==> config.mk <==
export PLATFORM = sky130hd
export DESIGN_NAME = grid_ray_wall_caster_flat
export DESIGN_NICKNAME = d
export VERILOG_FILES = /design/src/rtl/grc_pkg.sv /design/src/rtl/grc_if.sv /design/src/rtl/grid_ray_wall_caster.sv /design/src/rtl/grc_div.sv /design/src/flat_wrapper.sv
export SDC_FILE = /design/constraint.sdc
export NUM_CORES = 2
export LEC_CHECK = 0
export BUFFER_PORTS_ARGS = -buffer_cell sky130_fd_sc_hd__buf_2
export CAP_MARGIN = 20
export CELL_PAD_IN_SITES_DETAIL_PLACEMENT = 1
export CELL_PAD_IN_SITES_GLOBAL_PLACEMENT = 1
export CORE_AREA = 8 8 696 423
export CTS_CLUSTER_DIAMETER = 30
export DETAILED_ROUTE_END_ITERATION = 12
export DIE_AREA = 0 0 704 431
export PLACE_DENSITY_LB_ADDON = 0.2
export SLEW_MARGIN = 5
export SYNTH_ARGS = -nofsm -noshare
export SYNTH_HDL_FRONTEND = slang
export SYNTH_SLANG_ARGS = --single-unit
==> constraint.sdc <==
create_clock -name clk -period 24.4 [get_ports clk]
set_input_delay 4.88 -clock clk [delete_from_list [all_inputs] [get_ports clk]]
set_output_delay 4.88 -clock clk [all_outputs]
set_load 0.02 [all_outputs]
==> src/rtl/grc_pkg.sv <==
`timescale 1ns / 1ps
// ----------------------------------------------------------------------------
// grc_pkg
// shared types and constants of the grid ray wall caster
// ----------------------------------------------------------------------------
package grc_pkg;

	localparam int MAP_DIM_DEF = 32;
	localparam int COLUMNS_DEF = 1024;

	localparam int POS_W     = 14;
	localparam int CELL_SH   = 9;
	localparam int DIR_W     = 16;
	localparam int DIST_W    = 24;
	localparam logic [DIST_W-1:0] DIST_MAX = {DIST_W{1'b1}};
	localparam int DIV_NUM_W = 24;
	localparam int DIV_DEN_W = 16;
	localparam int CFG_IDX_W = 3;
	localparam int CFG_DAT_W = 16;

	typedef enum logic [CFG_IDX_W-1:0] {
		CFG_PLAYER_X   = 3'd0,
		CFG_PLAYER_Y   = 3'd1,
		CFG_HORIZON    = 3'd2,
		CFG_MAP_WIDTH  = 3'd3,
		CFG_MAP_HEIGHT = 3'd4,
		CFG_PROJ_SCALE = 3'd5
	} cfg_idx_t;

	typedef enum logic {
		OP_WRITE_CELL = 1'b0,
		OP_CAST       = 1'b1
	} opcode_t;

	typedef enum logic [3:0] {
		ST_CLEAR,
		ST_IDLE,
		ST_DIV_ISSUE,
		ST_DIV_WAIT,
		ST_WALK,
		ST_LOOK,
		ST_MUL_CORR,
		ST_DIVH_ISSUE,
		ST_DIVH_WAIT,
		ST_MUL_TEX,
		ST_FINISH
	} state_t;

	typedef struct packed {
		logic                 start;
		logic [DIV_NUM_W-1:0] num;
		logic [DIV_DEN_W-1:0] den;
	} div_req_t;

	typedef struct packed {
		logic                 busy;
		logic                 done;
		logic [DIV_NUM_W-1:0] quot;
	} div_rsp_t;

endpackage

==> src/rtl/grc_if.sv <==
`timescale 1ns / 1ps
// ----------------------------------------------------------------------------
// grc_if
// request and result channels of the grid ray wall caster
// ----------------------------------------------------------------------------
interface grc_req_if;
	logic        valid;
	logic        ready;
	logic        opcode;
	logic [4:0]  cell_x;
	logic [4:0]  cell_y;
	logic        cell_is_wall;
	logic signed [15:0] ray_dir_x;
	logic signed [15:0] ray_dir_y;
	logic [15:0] angle_cos;
	logic [9:0]  column;

	modport source (output valid, opcode, cell_x, cell_y, cell_is_wall, ray_dir_x,
		ray_dir_y, angle_cos, column, input ready);
	modport sink (input valid, opcode, cell_x, cell_y, cell_is_wall, ray_dir_x,
		ray_dir_y, angle_cos, column, output ready);
endinterface

interface grc_rsp_if;
	logic        valid;
	logic        ready;
	logic [9:0]  out_column;
	logic        hit;
	logic        side;
	logic [15:0] corrected_distance;
	logic [7:0]  brightness;
	logic [15:0] wall_height;
	logic signed [15:0] wall_top;
	logic [7:0]  tex_u;

	modport source (output valid, out_column, hit, side, corrected_distance, brightness,
		wall_height, wall_top, tex_u, input ready);
	modport sink (input valid, out_column, hit, side, corrected_distance, brightness,
		wall_height, wall_top, tex_u, output ready);
endinterface

==> src/rtl/grid_ray_wall_caster.sv <==
`timescale 1ns / 1ps
// ----------------------------------------------------------------------------
// grid_ray_wall_caster
// dda ray caster over a one-bit wall map, one shared divider and multiplier
// ----------------------------------------------------------------------------
// sequence: a cell write goes to the map as it is accepted; a cast runs four
//   divisions, one map read per grid step (steps <= 4*MAP_DIM+8), then on a hit
//   the distance correction, the height division and the texture product
// throughput: one item at a time, set by the serial divider and the map port
// reset: map clear pass over all MAP_DIM*MAP_DIM cells, not ready meanwhile
// ----------------------------------------------------------------------------
module grid_ray_wall_caster import grc_pkg::*; #(
	parameter int MAP_DIM = MAP_DIM_DEF,
	parameter int COLUMNS = COLUMNS_DEF
) (
	input  logic                 clk,
	input  logic                 arst_n,
	input  logic                 cfg_wr_en,
	input  logic [CFG_IDX_W-1:0] cfg_index,
	input  logic [CFG_DAT_W-1:0] cfg_wdata,
	grc_req_if.sink              req,
	grc_rsp_if.source            rsp
);

	localparam int DEPTH  = MAP_DIM * MAP_DIM;
	localparam int ADDR_W = $clog2(DEPTH);
	// map coordinates run one cell past either edge, and start anywhere in 0..31
	localparam int CW     = (($clog2(MAP_DIM) > 5) ? $clog2(MAP_DIM) : 5) + 2;
	localparam int GUARD  = 4 * MAP_DIM + 8;
	localparam int GC_W   = $clog2(GUARD + 1);

	// configuration registers
	logic [13:0] player_x_q, player_y_q;
	logic [9:0]  horizon_q;
	logic [5:0]  map_w_q, map_h_q;
	logic [15:0] proj_q;

	always_ff @(posedge clk or negedge arst_n) begin
		if (!arst_n) begin
			player_x_q <= '0;
			player_y_q <= '0;
			horizon_q  <= 10'd240;
			map_w_q    <= 6'd32;
			map_h_q    <= 6'd32;
			proj_q     <= 16'd9000;
		end else if (cfg_wr_en) begin
			case (cfg_index)
				CFG_PLAYER_X:   player_x_q <= cfg_wdata[13:0];
				CFG_PLAYER_Y:   player_y_q <= cfg_wdata[13:0];
				CFG_HORIZON:    horizon_q  <= cfg_wdata[9:0];
				CFG_MAP_WIDTH:  map_w_q    <= cfg_wdata[5:0];
				CFG_MAP_HEIGHT: map_h_q    <= cfg_wdata[5:0];
				CFG_PROJ_SCALE: proj_q     <= cfg_wdata;
				default: ;
			endcase
		end
	end

	// sequencer
	state_t state_q, state_d;

	logic              accept;
	logic              rsp_valid_q;
	logic [ADDR_W-1:0] clr_cnt_q;
	logic [1:0]        div_idx_q;
	logic [GC_W-1:0]   step_cnt_q;
	logic              oob_q;
	logic              rd_q;
	logic              hit_q;
	logic              out_free;
	div_req_t          div_req;
	div_rsp_t          div_rsp;

	assign req.ready = (state_q == ST_IDLE);
	assign accept    = req.valid && req.ready;
	assign out_free  = !rsp_valid_q || rsp.ready;

	// latched cast item
	logic signed [15:0] dx_q, dy_q;
	logic [15:0]        cos_q;
	logic [9:0]         col_q;
	logic               negx, negy;
	logic [15:0]        magx, magy;

	assign negx = dx_q[15];
	assign negy = dy_q[15];
	assign magx = negx ? 16'(-dx_q) : dx_q;
	assign magy = negy ? 16'(-dy_q) : dy_q;

	// walk state
	logic [DIST_W-1:0]  delx_q, dely_q, sx_q, sy_q, dist_q;
	logic signed [CW-1:0] mx_q, my_q;
	logic               side_q;

	// map memory
	logic              mem [DEPTH];
	logic              mem_we;
	logic [ADDR_W-1:0] mem_waddr;
	logic              mem_wdata;
	logic [ADDR_W-1:0] rd_addr;
	logic              cell_ok;

	assign cell_ok = (32'(req.cell_x) < MAP_DIM) && (32'(req.cell_y) < MAP_DIM);

	always_comb begin
		mem_we    = 1'b0;
		mem_waddr = clr_cnt_q;
		mem_wdata = 1'b0;
		if (state_q == ST_CLEAR) begin
			mem_we = 1'b1;
		end else if (accept && req.opcode == OP_WRITE_CELL && cell_ok) begin
			mem_we    = 1'b1;
			mem_waddr = ADDR_W'(32'(req.cell_y) * MAP_DIM + 32'(req.cell_x));
			mem_wdata = req.cell_is_wall;
		end
	end

	always_ff @(posedge clk) begin
		if (mem_we)
			mem[mem_waddr] <= mem_wdata;
		rd_q <= mem[rd_addr];
	end

	// one grid step: cross the nearer line, a tie steps in y
	logic                 take_x;
	logic signed [CW-1:0] nx, ny;
	logic [DIST_W:0]      sx_sum, sy_sum;
	logic                 n_oob;
	int                   w_lim, h_lim;

	assign take_x = sx_q < sy_q;
	assign sx_sum = {1'b0, sx_q} + {1'b0, delx_q};
	assign sy_sum = {1'b0, sy_q} + {1'b0, dely_q};
	assign w_lim  = (32'(map_w_q) > MAP_DIM) ? MAP_DIM : 32'(map_w_q);
	assign h_lim  = (32'(map_h_q) > MAP_DIM) ? MAP_DIM : 32'(map_h_q);

	always_comb begin
		nx = mx_q;
		ny = my_q;
		if (take_x)
			nx = negx ? mx_q - CW'(1) : mx_q + CW'(1);
		else
			ny = negy ? my_q - CW'(1) : my_q + CW'(1);
		n_oob = (nx < 0) || (ny < 0) || (int'(nx) >= w_lim) || (int'(ny) >= h_lim);
		rd_addr = n_oob ? '0 : ADDR_W'(int'(ny) * MAP_DIM + int'(nx));
	end

	// divider operand selection
	logic [9:0] offx, offy;
	assign offx = negx ? {1'b0, player_x_q[CELL_SH-1:0]}
		: 10'd512 - {1'b0, player_x_q[CELL_SH-1:0]};
	assign offy = negy ? {1'b0, player_y_q[CELL_SH-1:0]}
		: 10'd512 - {1'b0, player_y_q[CELL_SH-1:0]};

	// shared multiplier, registered
	logic signed [24:0] mul_a;
	logic signed [16:0] mul_b;
	logic signed [41:0] mul_q;

	assign mul_a = $signed({1'b0, dist_q});
	assign mul_b = (state_q == ST_MUL_CORR) ? $signed({1'b0, cos_q})
		: (side_q ? 17'(dx_q) : 17'(dy_q));

	always_ff @(posedge clk)
		mul_q <= mul_a * mul_b;

	// corrected distance from the product, saturated
	logic [24:0] corr_full;
	logic [15:0] corr_sat;
	assign corr_full = mul_q[39:15];
	assign corr_sat  = (|corr_full[24:16]) ? 16'hFFFF : corr_full[15:0];

	always_comb begin
		div_req.start = 1'b0;
		div_req.num   = 24'h800000;
		div_req.den   = magx;
		case (state_q)
			ST_DIV_ISSUE: begin
				div_req.start = 1'b1;
				case (div_idx_q)
					2'd0: div_req.den = magx;
					2'd1: div_req.den = magy;
					2'd2: begin
						div_req.num = {offx, 14'b0};
						div_req.den = magx;
					end
					default: begin
						div_req.num = {offy, 14'b0};
						div_req.den = magy;
					end
				endcase
			end
			ST_DIVH_ISSUE: begin
				div_req.start = 1'b1;
				div_req.num   = {4'b0, proj_q, 4'b0};
				div_req.den   = (corr_sat == '0) ? 16'd1 : corr_sat;
			end
			default: ;
		endcase
	end

	grc_div u_div (
		.clk    (clk),
		.arst_n (arst_n),
		.req    (div_req),
		.rsp    (div_rsp)
	);

	logic [DIST_W-1:0] div_val;
	logic              div_mag_zero;
	assign div_mag_zero = (div_idx_q[0] == 1'b0) ? (magx == '0) : (magy == '0);
	assign div_val      = div_mag_zero ? DIST_MAX : div_rsp.quot;

	// next state
	always_comb begin
		state_d = state_q;
		case (state_q)
			ST_CLEAR:
				if (clr_cnt_q == ADDR_W'(DEPTH - 1))
					state_d = ST_IDLE;
			ST_IDLE:
				if (accept && req.opcode == OP_CAST && 32'(req.column) < COLUMNS)
					state_d = ST_DIV_ISSUE;
			ST_DIV_ISSUE:
				state_d = ST_DIV_WAIT;
			ST_DIV_WAIT:
				if (div_rsp.done)
					state_d = (div_idx_q == 2'd3) ? ST_WALK : ST_DIV_ISSUE;
			ST_WALK:
				state_d = ST_LOOK;
			ST_LOOK:
				if (oob_q)
					state_d = ST_FINISH;
				else if (rd_q)
					state_d = (dist_q == '0) ? ST_FINISH : ST_MUL_CORR;
				else if (step_cnt_q == GC_W'(GUARD))
					state_d = ST_FINISH;
				else
					state_d = ST_WALK;
			ST_MUL_CORR:
				state_d = ST_DIVH_ISSUE;
			ST_DIVH_ISSUE:
				state_d = ST_DIVH_WAIT;
			ST_DIVH_WAIT:
				if (div_rsp.done)
					state_d = ST_MUL_TEX;
			ST_MUL_TEX:
				state_d = ST_FINISH;
			ST_FINISH:
				if (out_free)
					state_d = ST_IDLE;
			default:
				state_d = ST_IDLE;
		endcase
	end

	always_ff @(posedge clk or negedge arst_n) begin
		if (!arst_n) begin
			state_q    <= ST_CLEAR;
			clr_cnt_q  <= '0;
			div_idx_q  <= '0;
			step_cnt_q <= '0;
			hit_q      <= 1'b0;
		end else begin
			state_q <= state_d;
			if (state_q == ST_CLEAR)
				clr_cnt_q <= clr_cnt_q + 1'b1;
			if (state_q == ST_IDLE) begin
				div_idx_q  <= '0;
				step_cnt_q <= '0;
				hit_q      <= 1'b0;
			end
			if (state_q == ST_DIV_WAIT && div_rsp.done)
				div_idx_q <= div_idx_q + 1'b1;
			if (state_q == ST_WALK)
				step_cnt_q <= step_cnt_q + 1'b1;
			if (state_q == ST_LOOK && !oob_q && rd_q && dist_q != '0)
				hit_q <= 1'b1;
		end
	end

	// datapath registers
	logic [15:0]       corr_q;
	logic [DIV_NUM_W-1:0] h_q;

	always_ff @(posedge clk) begin
		if (accept) begin
			dx_q  <= req.ray_dir_x;
			dy_q  <= req.ray_dir_y;
			cos_q <= req.angle_cos;
			col_q <= req.column;
			mx_q  <= CW'(player_x_q[POS_W-1:CELL_SH]);
			my_q  <= CW'(player_y_q[POS_W-1:CELL_SH]);
			dist_q <= '0;
			side_q <= 1'b0;
		end
		if (state_q == ST_DIV_WAIT && div_rsp.done) begin
			case (div_idx_q)
				2'd0: delx_q <= div_val;
				2'd1: dely_q <= div_val;
				2'd2: sx_q   <= div_val;
				default: sy_q <= div_val;
			endcase
		end
		if (state_q == ST_WALK) begin
			mx_q  <= nx;
			my_q  <= ny;
			oob_q <= n_oob;
			if (take_x) begin
				dist_q <= sx_q;
				sx_q   <= sx_sum[DIST_W] ? DIST_MAX : sx_sum[DIST_W-1:0];
				side_q <= 1'b0;
			end else begin
				dist_q <= sy_q;
				sy_q   <= sy_sum[DIST_W] ? DIST_MAX : sy_sum[DIST_W-1:0];
				side_q <= 1'b1;
			end
		end
		if (state_q == ST_DIVH_ISSUE)
			corr_q <= corr_sat;
		if (state_q == ST_DIVH_WAIT && div_rsp.done)
			h_q <= div_rsp.quot;
	end

	// result fields
	logic [10:0]        b8;
	logic [13:0]        b7;
	logic [17:0]        b_q5;
	logic [7:0]         bright;
	logic signed [21:0] top_full;
	logic [22:0]        tex_sum;
	logic [13:0]        tex_pos;

	always_comb begin
		// shade 2040 - d clamped at 160, then /8 or *7/80
		b8      = (corr_q >= 16'd1880) ? 11'd160 : 11'(16'd2040 - corr_q);
		b7      = 14'(b8) * 14'd7;
		b_q5    = 18'(b7[13:4]) * 18'd205;
		bright  = side_q ? b_q5[17:10] : b8[10:3];
		top_full = $signed({12'b0, horizon_q}) - $signed({2'b0, h_q[20:1]});
		tex_pos = side_q ? player_x_q : player_y_q;
		tex_sum = {tex_pos[8:0], 14'b0} + mul_q[22:0];
	end

	// output register
	always_ff @(posedge clk or negedge arst_n) begin
		if (!arst_n)
			rsp_valid_q <= 1'b0;
		else if (state_q == ST_FINISH && out_free)
			rsp_valid_q <= 1'b1;
		else if (rsp.ready)
			rsp_valid_q <= 1'b0;
	end

	always_ff @(posedge clk) begin
		if (state_q == ST_FINISH && out_free) begin
			rsp.out_column <= col_q;
			rsp.hit        <= hit_q;
			rsp.side       <= hit_q & side_q;
			rsp.corrected_distance <= hit_q ? corr_q : '0;
			rsp.brightness <= hit_q ? bright : '0;
			rsp.wall_height <= !hit_q ? '0 : ((|h_q[23:16]) ? 16'hFFFF : h_q[15:0]);
			rsp.wall_top   <= !hit_q ? '0 : ((top_full < -22'sd32768) ? 16'sh8000
				: top_full[15:0]);
			rsp.tex_u      <= hit_q ? tex_sum[22:15] : '0;
		end
	end

	assign rsp.valid = rsp_valid_q;

`ifndef SYNTH
	a_no_ready_in_clear: assert property (@(posedge clk) disable iff (!arst_n)
		state_q == ST_CLEAR |-> !req.ready)
		else $error("ready during map clear");
	a_div_start_idle: assert property (@(posedge clk) disable iff (!arst_n)
		div_req.start |-> !div_rsp.busy)
		else $error("divider started while busy");
	a_guard_bound: assert property (@(posedge clk) disable iff (!arst_n)
		state_q == ST_WALK |-> step_cnt_q < GC_W'(GUARD))
		else $error("walk past step guard");
	a_miss_zero: assert property (@(posedge clk) disable iff (!arst_n)
		(rsp.valid && !rsp.hit) |-> (rsp.corrected_distance == '0 && rsp.tex_u == '0))
		else $error("miss result carries data");
`endif

endmodule

==> src/rtl/grc_div.sv <==
`timescale 1ns / 1ps
// ----------------------------------------------------------------------------
// grc_div
// restoring unsigned divider, one quotient bit per cycle
// ----------------------------------------------------------------------------
module grc_div import grc_pkg::*; (
	input  logic     clk,
	input  logic     arst_n,
	input  div_req_t req,
	output div_rsp_t rsp
);

	localparam int CNT_W = $clog2(DIV_NUM_W);

	logic                 busy_q;
	logic                 done_q;
	logic [CNT_W-1:0]     cnt_q;
	logic [DIV_DEN_W-1:0] rem_q;
	logic [DIV_DEN_W-1:0] den_q;
	logic [DIV_NUM_W-1:0] quo_q;
	logic [DIV_DEN_W:0]   rem_sh;
	logic [DIV_DEN_W+1:0] diff;
	logic                 ge;

	assign rem_sh = {rem_q, quo_q[DIV_NUM_W-1]};
	assign diff   = {1'b0, rem_sh} - {2'b00, den_q};
	assign ge     = !diff[DIV_DEN_W+1];

	always_ff @(posedge clk or negedge arst_n) begin
		if (!arst_n) begin
			busy_q <= 1'b0;
			done_q <= 1'b0;
			cnt_q  <= '0;
		end else begin
			done_q <= 1'b0;
			if (req.start) begin
				busy_q <= 1'b1;
				cnt_q  <= '0;
			end else if (busy_q) begin
				cnt_q <= cnt_q + 1'b1;
				if (cnt_q == CNT_W'(DIV_NUM_W - 1)) begin
					busy_q <= 1'b0;
					done_q <= 1'b1;
				end
			end
		end
	end

	always_ff @(posedge clk) begin
		if (req.start) begin
			rem_q <= '0;
			den_q <= req.den;
			quo_q <= req.num;
		end else if (busy_q) begin
			rem_q <= ge ? diff[DIV_DEN_W-1:0] : rem_sh[DIV_DEN_W-1:0];
			quo_q <= {quo_q[DIV_NUM_W-2:0], ge};
		end
	end

	assign rsp.busy = busy_q;
	assign rsp.done = done_q;
	assign rsp.quot = quo_q;

endmodule

==> src/flat_wrapper.sv <==
// flat-port wrapper written by rule: the top's interface ports become plain ports
module grid_ray_wall_caster_flat import grc_pkg::*;
#(
	parameter int MAP_DIM = MAP_DIM_DEF,
	parameter int COLUMNS = COLUMNS_DEF
)
  (clk, arst_n, cfg_wr_en, cfg_index, cfg_wdata, req_valid, req_opcode, req_cell_x, req_cell_y, req_cell_is_wall, req_ray_dir_x, req_ray_dir_y, req_angle_cos, req_column, req_ready, rsp_valid, rsp_out_column, rsp_hit, rsp_side, rsp_corrected_distance, rsp_brightness, rsp_wall_height, rsp_wall_top, rsp_tex_u, rsp_ready);
  grc_req_if req_i ();
  grc_rsp_if rsp_i ();
  input  logic clk;
  input  logic arst_n;
  input  logic cfg_wr_en;
  input  logic [CFG_IDX_W-1:0] cfg_index;
  input  logic [CFG_DAT_W-1:0] cfg_wdata;
  input wire logic [$bits(req_i.valid)-1:0] req_valid;
  input wire logic [$bits(req_i.opcode)-1:0] req_opcode;
  input wire logic [$bits(req_i.cell_x)-1:0] req_cell_x;
  input wire logic [$bits(req_i.cell_y)-1:0] req_cell_y;
  input wire logic [$bits(req_i.cell_is_wall)-1:0] req_cell_is_wall;
  input wire logic [$bits(req_i.ray_dir_x)-1:0] req_ray_dir_x;
  input wire logic [$bits(req_i.ray_dir_y)-1:0] req_ray_dir_y;
  input wire logic [$bits(req_i.angle_cos)-1:0] req_angle_cos;
  input wire logic [$bits(req_i.column)-1:0] req_column;
  output wire logic [$bits(req_i.ready)-1:0] req_ready;
  output wire logic [$bits(rsp_i.valid)-1:0] rsp_valid;
  output wire logic [$bits(rsp_i.out_column)-1:0] rsp_out_column;
  output wire logic [$bits(rsp_i.hit)-1:0] rsp_hit;
  output wire logic [$bits(rsp_i.side)-1:0] rsp_side;
  output wire logic [$bits(rsp_i.corrected_distance)-1:0] rsp_corrected_distance;
  output wire logic [$bits(rsp_i.brightness)-1:0] rsp_brightness;
  output wire logic [$bits(rsp_i.wall_height)-1:0] rsp_wall_height;
  output wire logic [$bits(rsp_i.wall_top)-1:0] rsp_wall_top;
  output wire logic [$bits(rsp_i.tex_u)-1:0] rsp_tex_u;
  input wire logic [$bits(rsp_i.ready)-1:0] rsp_ready;
  assign req_i.valid = req_valid;
  assign req_i.opcode = req_opcode;
  assign req_i.cell_x = req_cell_x;
  assign req_i.cell_y = req_cell_y;
  assign req_i.cell_is_wall = req_cell_is_wall;
  assign req_i.ray_dir_x = req_ray_dir_x;
  assign req_i.ray_dir_y = req_ray_dir_y;
  assign req_i.angle_cos = req_angle_cos;
  assign req_i.column = req_column;
  assign req_ready = req_i.ready;
  assign rsp_valid = rsp_i.valid;
  assign rsp_out_column = rsp_i.out_column;
  assign rsp_hit = rsp_i.hit;
  assign rsp_side = rsp_i.side;
  assign rsp_corrected_distance = rsp_i.corrected_distance;
  assign rsp_brightness = rsp_i.brightness;
  assign rsp_wall_height = rsp_i.wall_height;
  assign rsp_wall_top = rsp_i.wall_top;
  assign rsp_tex_u = rsp_i.tex_u;
  assign rsp_i.ready = rsp_ready;
  grid_ray_wall_caster #(.MAP_DIM(MAP_DIM), .COLUMNS(COLUMNS)) u_core (.clk(clk), .arst_n(arst_n), .cfg_wr_en(cfg_wr_en), .cfg_index(cfg_index), .cfg_wdata(cfg_wdata), .req(req_i), .rsp(rsp_i));
endmodule
==> qor.csv <==
stage;metric;value;unit
detailed_routing;TritonRoute pass-1 iters;6;
floorplanning;Cell Rows;152;
timing;setup_tns;0;ns
clock_network;hold_buf cts;0;
critical_path;worst r2r src;u_core.sy_q[4];
floorplanning;Ports;172;
detailed_routing;Initial DRC Count;7863;
clock_network;Max clock buf depth;4;
clock_network;root buffer cell;clkbuf_16;
yosys;Synth Net Count;8672;
cells_and_area;Final #Nets;8828;
yosys;Yosys top cell by area;edfxtp_1;
critical_path;WP data arrival;11.60;ns
yosys;Synth top area share;0.469;
timing;Final Max Tran Viols;0;
place;Placer Congestion;0.858;
critical_path;Crit Path Class;flop to flop;
yosys;asr flop ratio synth;0.0653;
yosys;most frequent cell after synthesis;edfxtp_1;
place;HPWL Detailed;213000;um
status;outcome;finished clean;
yosys;Gate Count Post-Synth;7889;
cells_and_area;Final Util;0.360;
clock_network;TritonCTS clock tree;done;
yosys;Mean Syn Cell Area;10.8;um^2
yosys;commonest cells in the netlist;edfxtp_1 (1326), nor2_1 (1264), nand2_1 (832);
timing;Final Critical Period;10.78;ns
yosys;ys flop type;edfxtp_1;
yosys;number of synthesized register bits;1516;
floorplanning;Starting Density;0.298;
cells_and_area;fin area;102000;um^2
critical_path;flop-to-flop setup slack;13.62;ns
critical_path;cell count of the worst reg-to-reg path;26;
timing;final hold vios;0;
min_path;hold_sp;u_core.col_q[9];
clock_network;Worst-path clk slew;0.05;ns
clock_network;post-CTS resize count;0;
min_path;Hold Crit Class;flop to flop;
yosys;register area share after synthesis;0.520;
floorplanning;die area;303000;um^2
timing;FMAX;92.7;MHz
timing;skew final;0.0752;ns
timing;fin crit share;0.442;
timing;RSZ-0062 raised after global routing;false;
yosys;Syn. warnings;0;
timing;Slew HR;0.192;
timing;Setup Viol. Count Final;0;
yosys;area of the mapped netlist;84900;um^2
clock_network;post-CTS setup buffer count;0;
critical_path;Worst Setup Start Kind;flop;
yosys;main area contributors after synthesis;edfxtp_1 (47%), fa_1 (8.5%), nor2_1 (5.6%), ha_1 (4.9%), nand2_1 (3.7%);
floorplanning;die width;704;um
critical_path;WP data required;25.22;ns
yosys;Synth cell types;93;
critical_path;Crit Path Max Fanout;40;
flow_run;Max Cap Viol;0;
global_routing;initial antenna violation count;44;
critical_path;Worst R2R End;u_core.rd_q;
detailed_routing;WL per Instance;28.1;um
yosys;number of synthesized flops with an enable pin;1326;
floorplanning;core box area;284000;um^2
clock_network;# clock sinks;1516;
global_routing;gr ovfl total;0;
global_routing;global-route wire length before repair;488000;um
timing;Worst-Margin Slew;1.21;ns
detailed_routing;DRC errors left;0;
clock_network;CTS H-tree lvls;5;
global_routing;largest net degree at the start of global routing;247;
detailed_routing;via/cell ratio;5.40;
cells_and_area;share of layout cells above drive strength 1;0.139;
timing;final hold slack;0.417;ns
cells_and_area;Fillers;30900;
critical_path;Setup crit end kind;flop;
detailed_routing;via count;65500;
clock_network;worst skew pair latency;0.88;ns
floorplanning;die height;431;um
detailed_routing;antenna-violating nets left;0;
global_routing;vias in the first global route;67200;
place;post-place instance area;90300;um^2
min_path;Hold Path End;u_core.rsp.out_column[9];
min_path;Hold Path Depth;0;
place;PortBufs;171;
cells_and_area;Area Overhead vs Synth;20.8;%
clock_network;CTS buffer count;343;
global_routing;Total GRT Usage;0.216;
detailed_routing;Routed WL;340000;um
[per-stage QoR]
stage / setup slack [ns] / std cells
detailed placement: 13.71 / 11500
finish: 13.62 / 12100
floorplan: 2.86 / 7889
global placement: 13.92 / 11400
global route: 13.57 / 12100
CTS: 13.93 / 12100
[worst max-delay path, stage by stage (launching register included)]
cell,delay [ns]
dfxtp_1,0.38
inv_1,0.07
ha_1,0.31
a211oi_1,0.24
o21ai_0,0.22
a21oi_1,0.42
o41a_1,0.65
nand3_2,0.73
nand2_4,0.67
inv_4,0.31
ha_1,0.36
nand2b_1,0.15
a31oi_1,0.28
o21ai_0,0.13
a2111oi_0,0.66
o211a_1,0.41
o211ai_1,0.11
buf_4,0.37
nand2_4,0.70
buf_4,0.67
o221ai_1,0.37
o211ai_1,0.18
o311ai_1,0.20
o21ai_0,0.72
nor4_1,0.09
nor4b_1,0.97
or4_1,0.21
[metal layers]
layer / track usage / share of wire / vias to the layer above
li1: - / - / 28000
met4: 0.0469 / 0.020 / 6
met1: 0.340 / 0.49 / 34300
met3: 0.0464 / 0.091 / 435
met5: 0 / 0.00012 / -
met2: 0.299 / 0.40 / 2728
[how the worst max path moves through the flow]
stage	startpoint	to	slack (ns)
2_1_floorplan	req_valid	u_core.mem[0]	2.86
3_3_place_gp	req_valid	u_core.mem[916]	13.92
3_5_place_dp	req_valid	u_core.mem[912]	13.71
4_1_cts	u_core.sy_q[4]	u_core.rd_q	13.93
5_1_grt	u_core.sy_q[4]	u_core.rd_q	13.57
6_report	u_core.sy_q[4]	u_core.rd_q	13.62
[cell usage in the layout, fill, tap and decap left out, types with 42 or more instances in the layout]
cell and n:
inv_1 580, nand2b_1 42, a21oi_1 250, ha_1 330
a22oi_1 66, buf_2 173, o21ai_0 258, nand3_1 101
edfxtp_1 1326, nor2b_1 167, bufinv_16 46, a21o_1 87
nor2_1 1261, and2_1 87, mux2_2 99, or3_1 42
buf_4 144, o221ai_1 198, dfxtp_1 91, mux2i_1 75
a31oi_1 131, fa_1 359, clkbuf_1 47, nor3_1 99
clkinv_1 56, xor2_1 88, clkbuf_16 353, dfrtp_1 88
o211ai_1 45, xnor2_1 92, nand2_1 807, clkinv_2 51
[registers in the layout (all words and copies together), names as in the netlist, 14 cells and up]
| name | cells |
|---|---|
| u_core.u_div.rem_q | 16 |
| u_core.mul_q | 26 |
| u_core.rsp.wall_height | 16 |
| u_core.delx_q | 24 |
| u_core.u_div.den_q | 16 |
| u_core.sy_q | 24 |
| u_core.corr_q | 16 |
| u_core.rsp.corrected_distance | 16 |
| u_core.rsp.wall_top | 16 |
| u_core.u_div.quo_q | 24 |
| u_core.dely_q | 24 |
| u_core.proj_q | 16 |
| u_core.dist_q | 24 |
| u_core.dy_q | 16 |
| u_core.h_q | 24 |
| u_core.cos_q | 16 |
| u_core.player_y_q | 14 |
| u_core.player_x_q | 14 |
| u_core.dx_q | 16 |
| u_core.mem | 1024 |
| u_core.sx_q | 24 |
[kinds of logic (layout without fill, tap and decap cells)]
| group | count (synthesis) | after routing | synth area share |
|---|---|---|---|
| muxes | 176 | 176 | 0.0225 |
| DFF | 1516 | 1516 | 0.520 |
| adders and majority gates | 689 | 689 | 0.133 |
| xor gates and xnor gates | 180 | 180 | 0.0186 |
| and+or+nand+nor | 2844 | 2844 | 0.146 |
| buffers and inverters | 1129 | 1572 | 0.0511 |
| AOI/OAI and AO/OA | 1355 | 1355 | 0.108 |
| other | 0 | 7 | 0 |
[layout make-up]
cell class	count	area, um^2	share of cell area
Antenna cell	7	17.5	0.000171
Timing Repair Buffer	352	2790	0.0272
Sequential cell	1516	44100	0.431
Tap cell	3773	4720	0.0461
Inverter	588	2210	0.0216
Multi-Input combinational cell	5244	36900	0.360
Clock inverter	223	2550	0.0249
Clock buffer	409	9130	0.0891
Power is left out: the tool's default activity adds up to more than one toggle a clock period on the data nets, which glitch-free logic cannot reach.
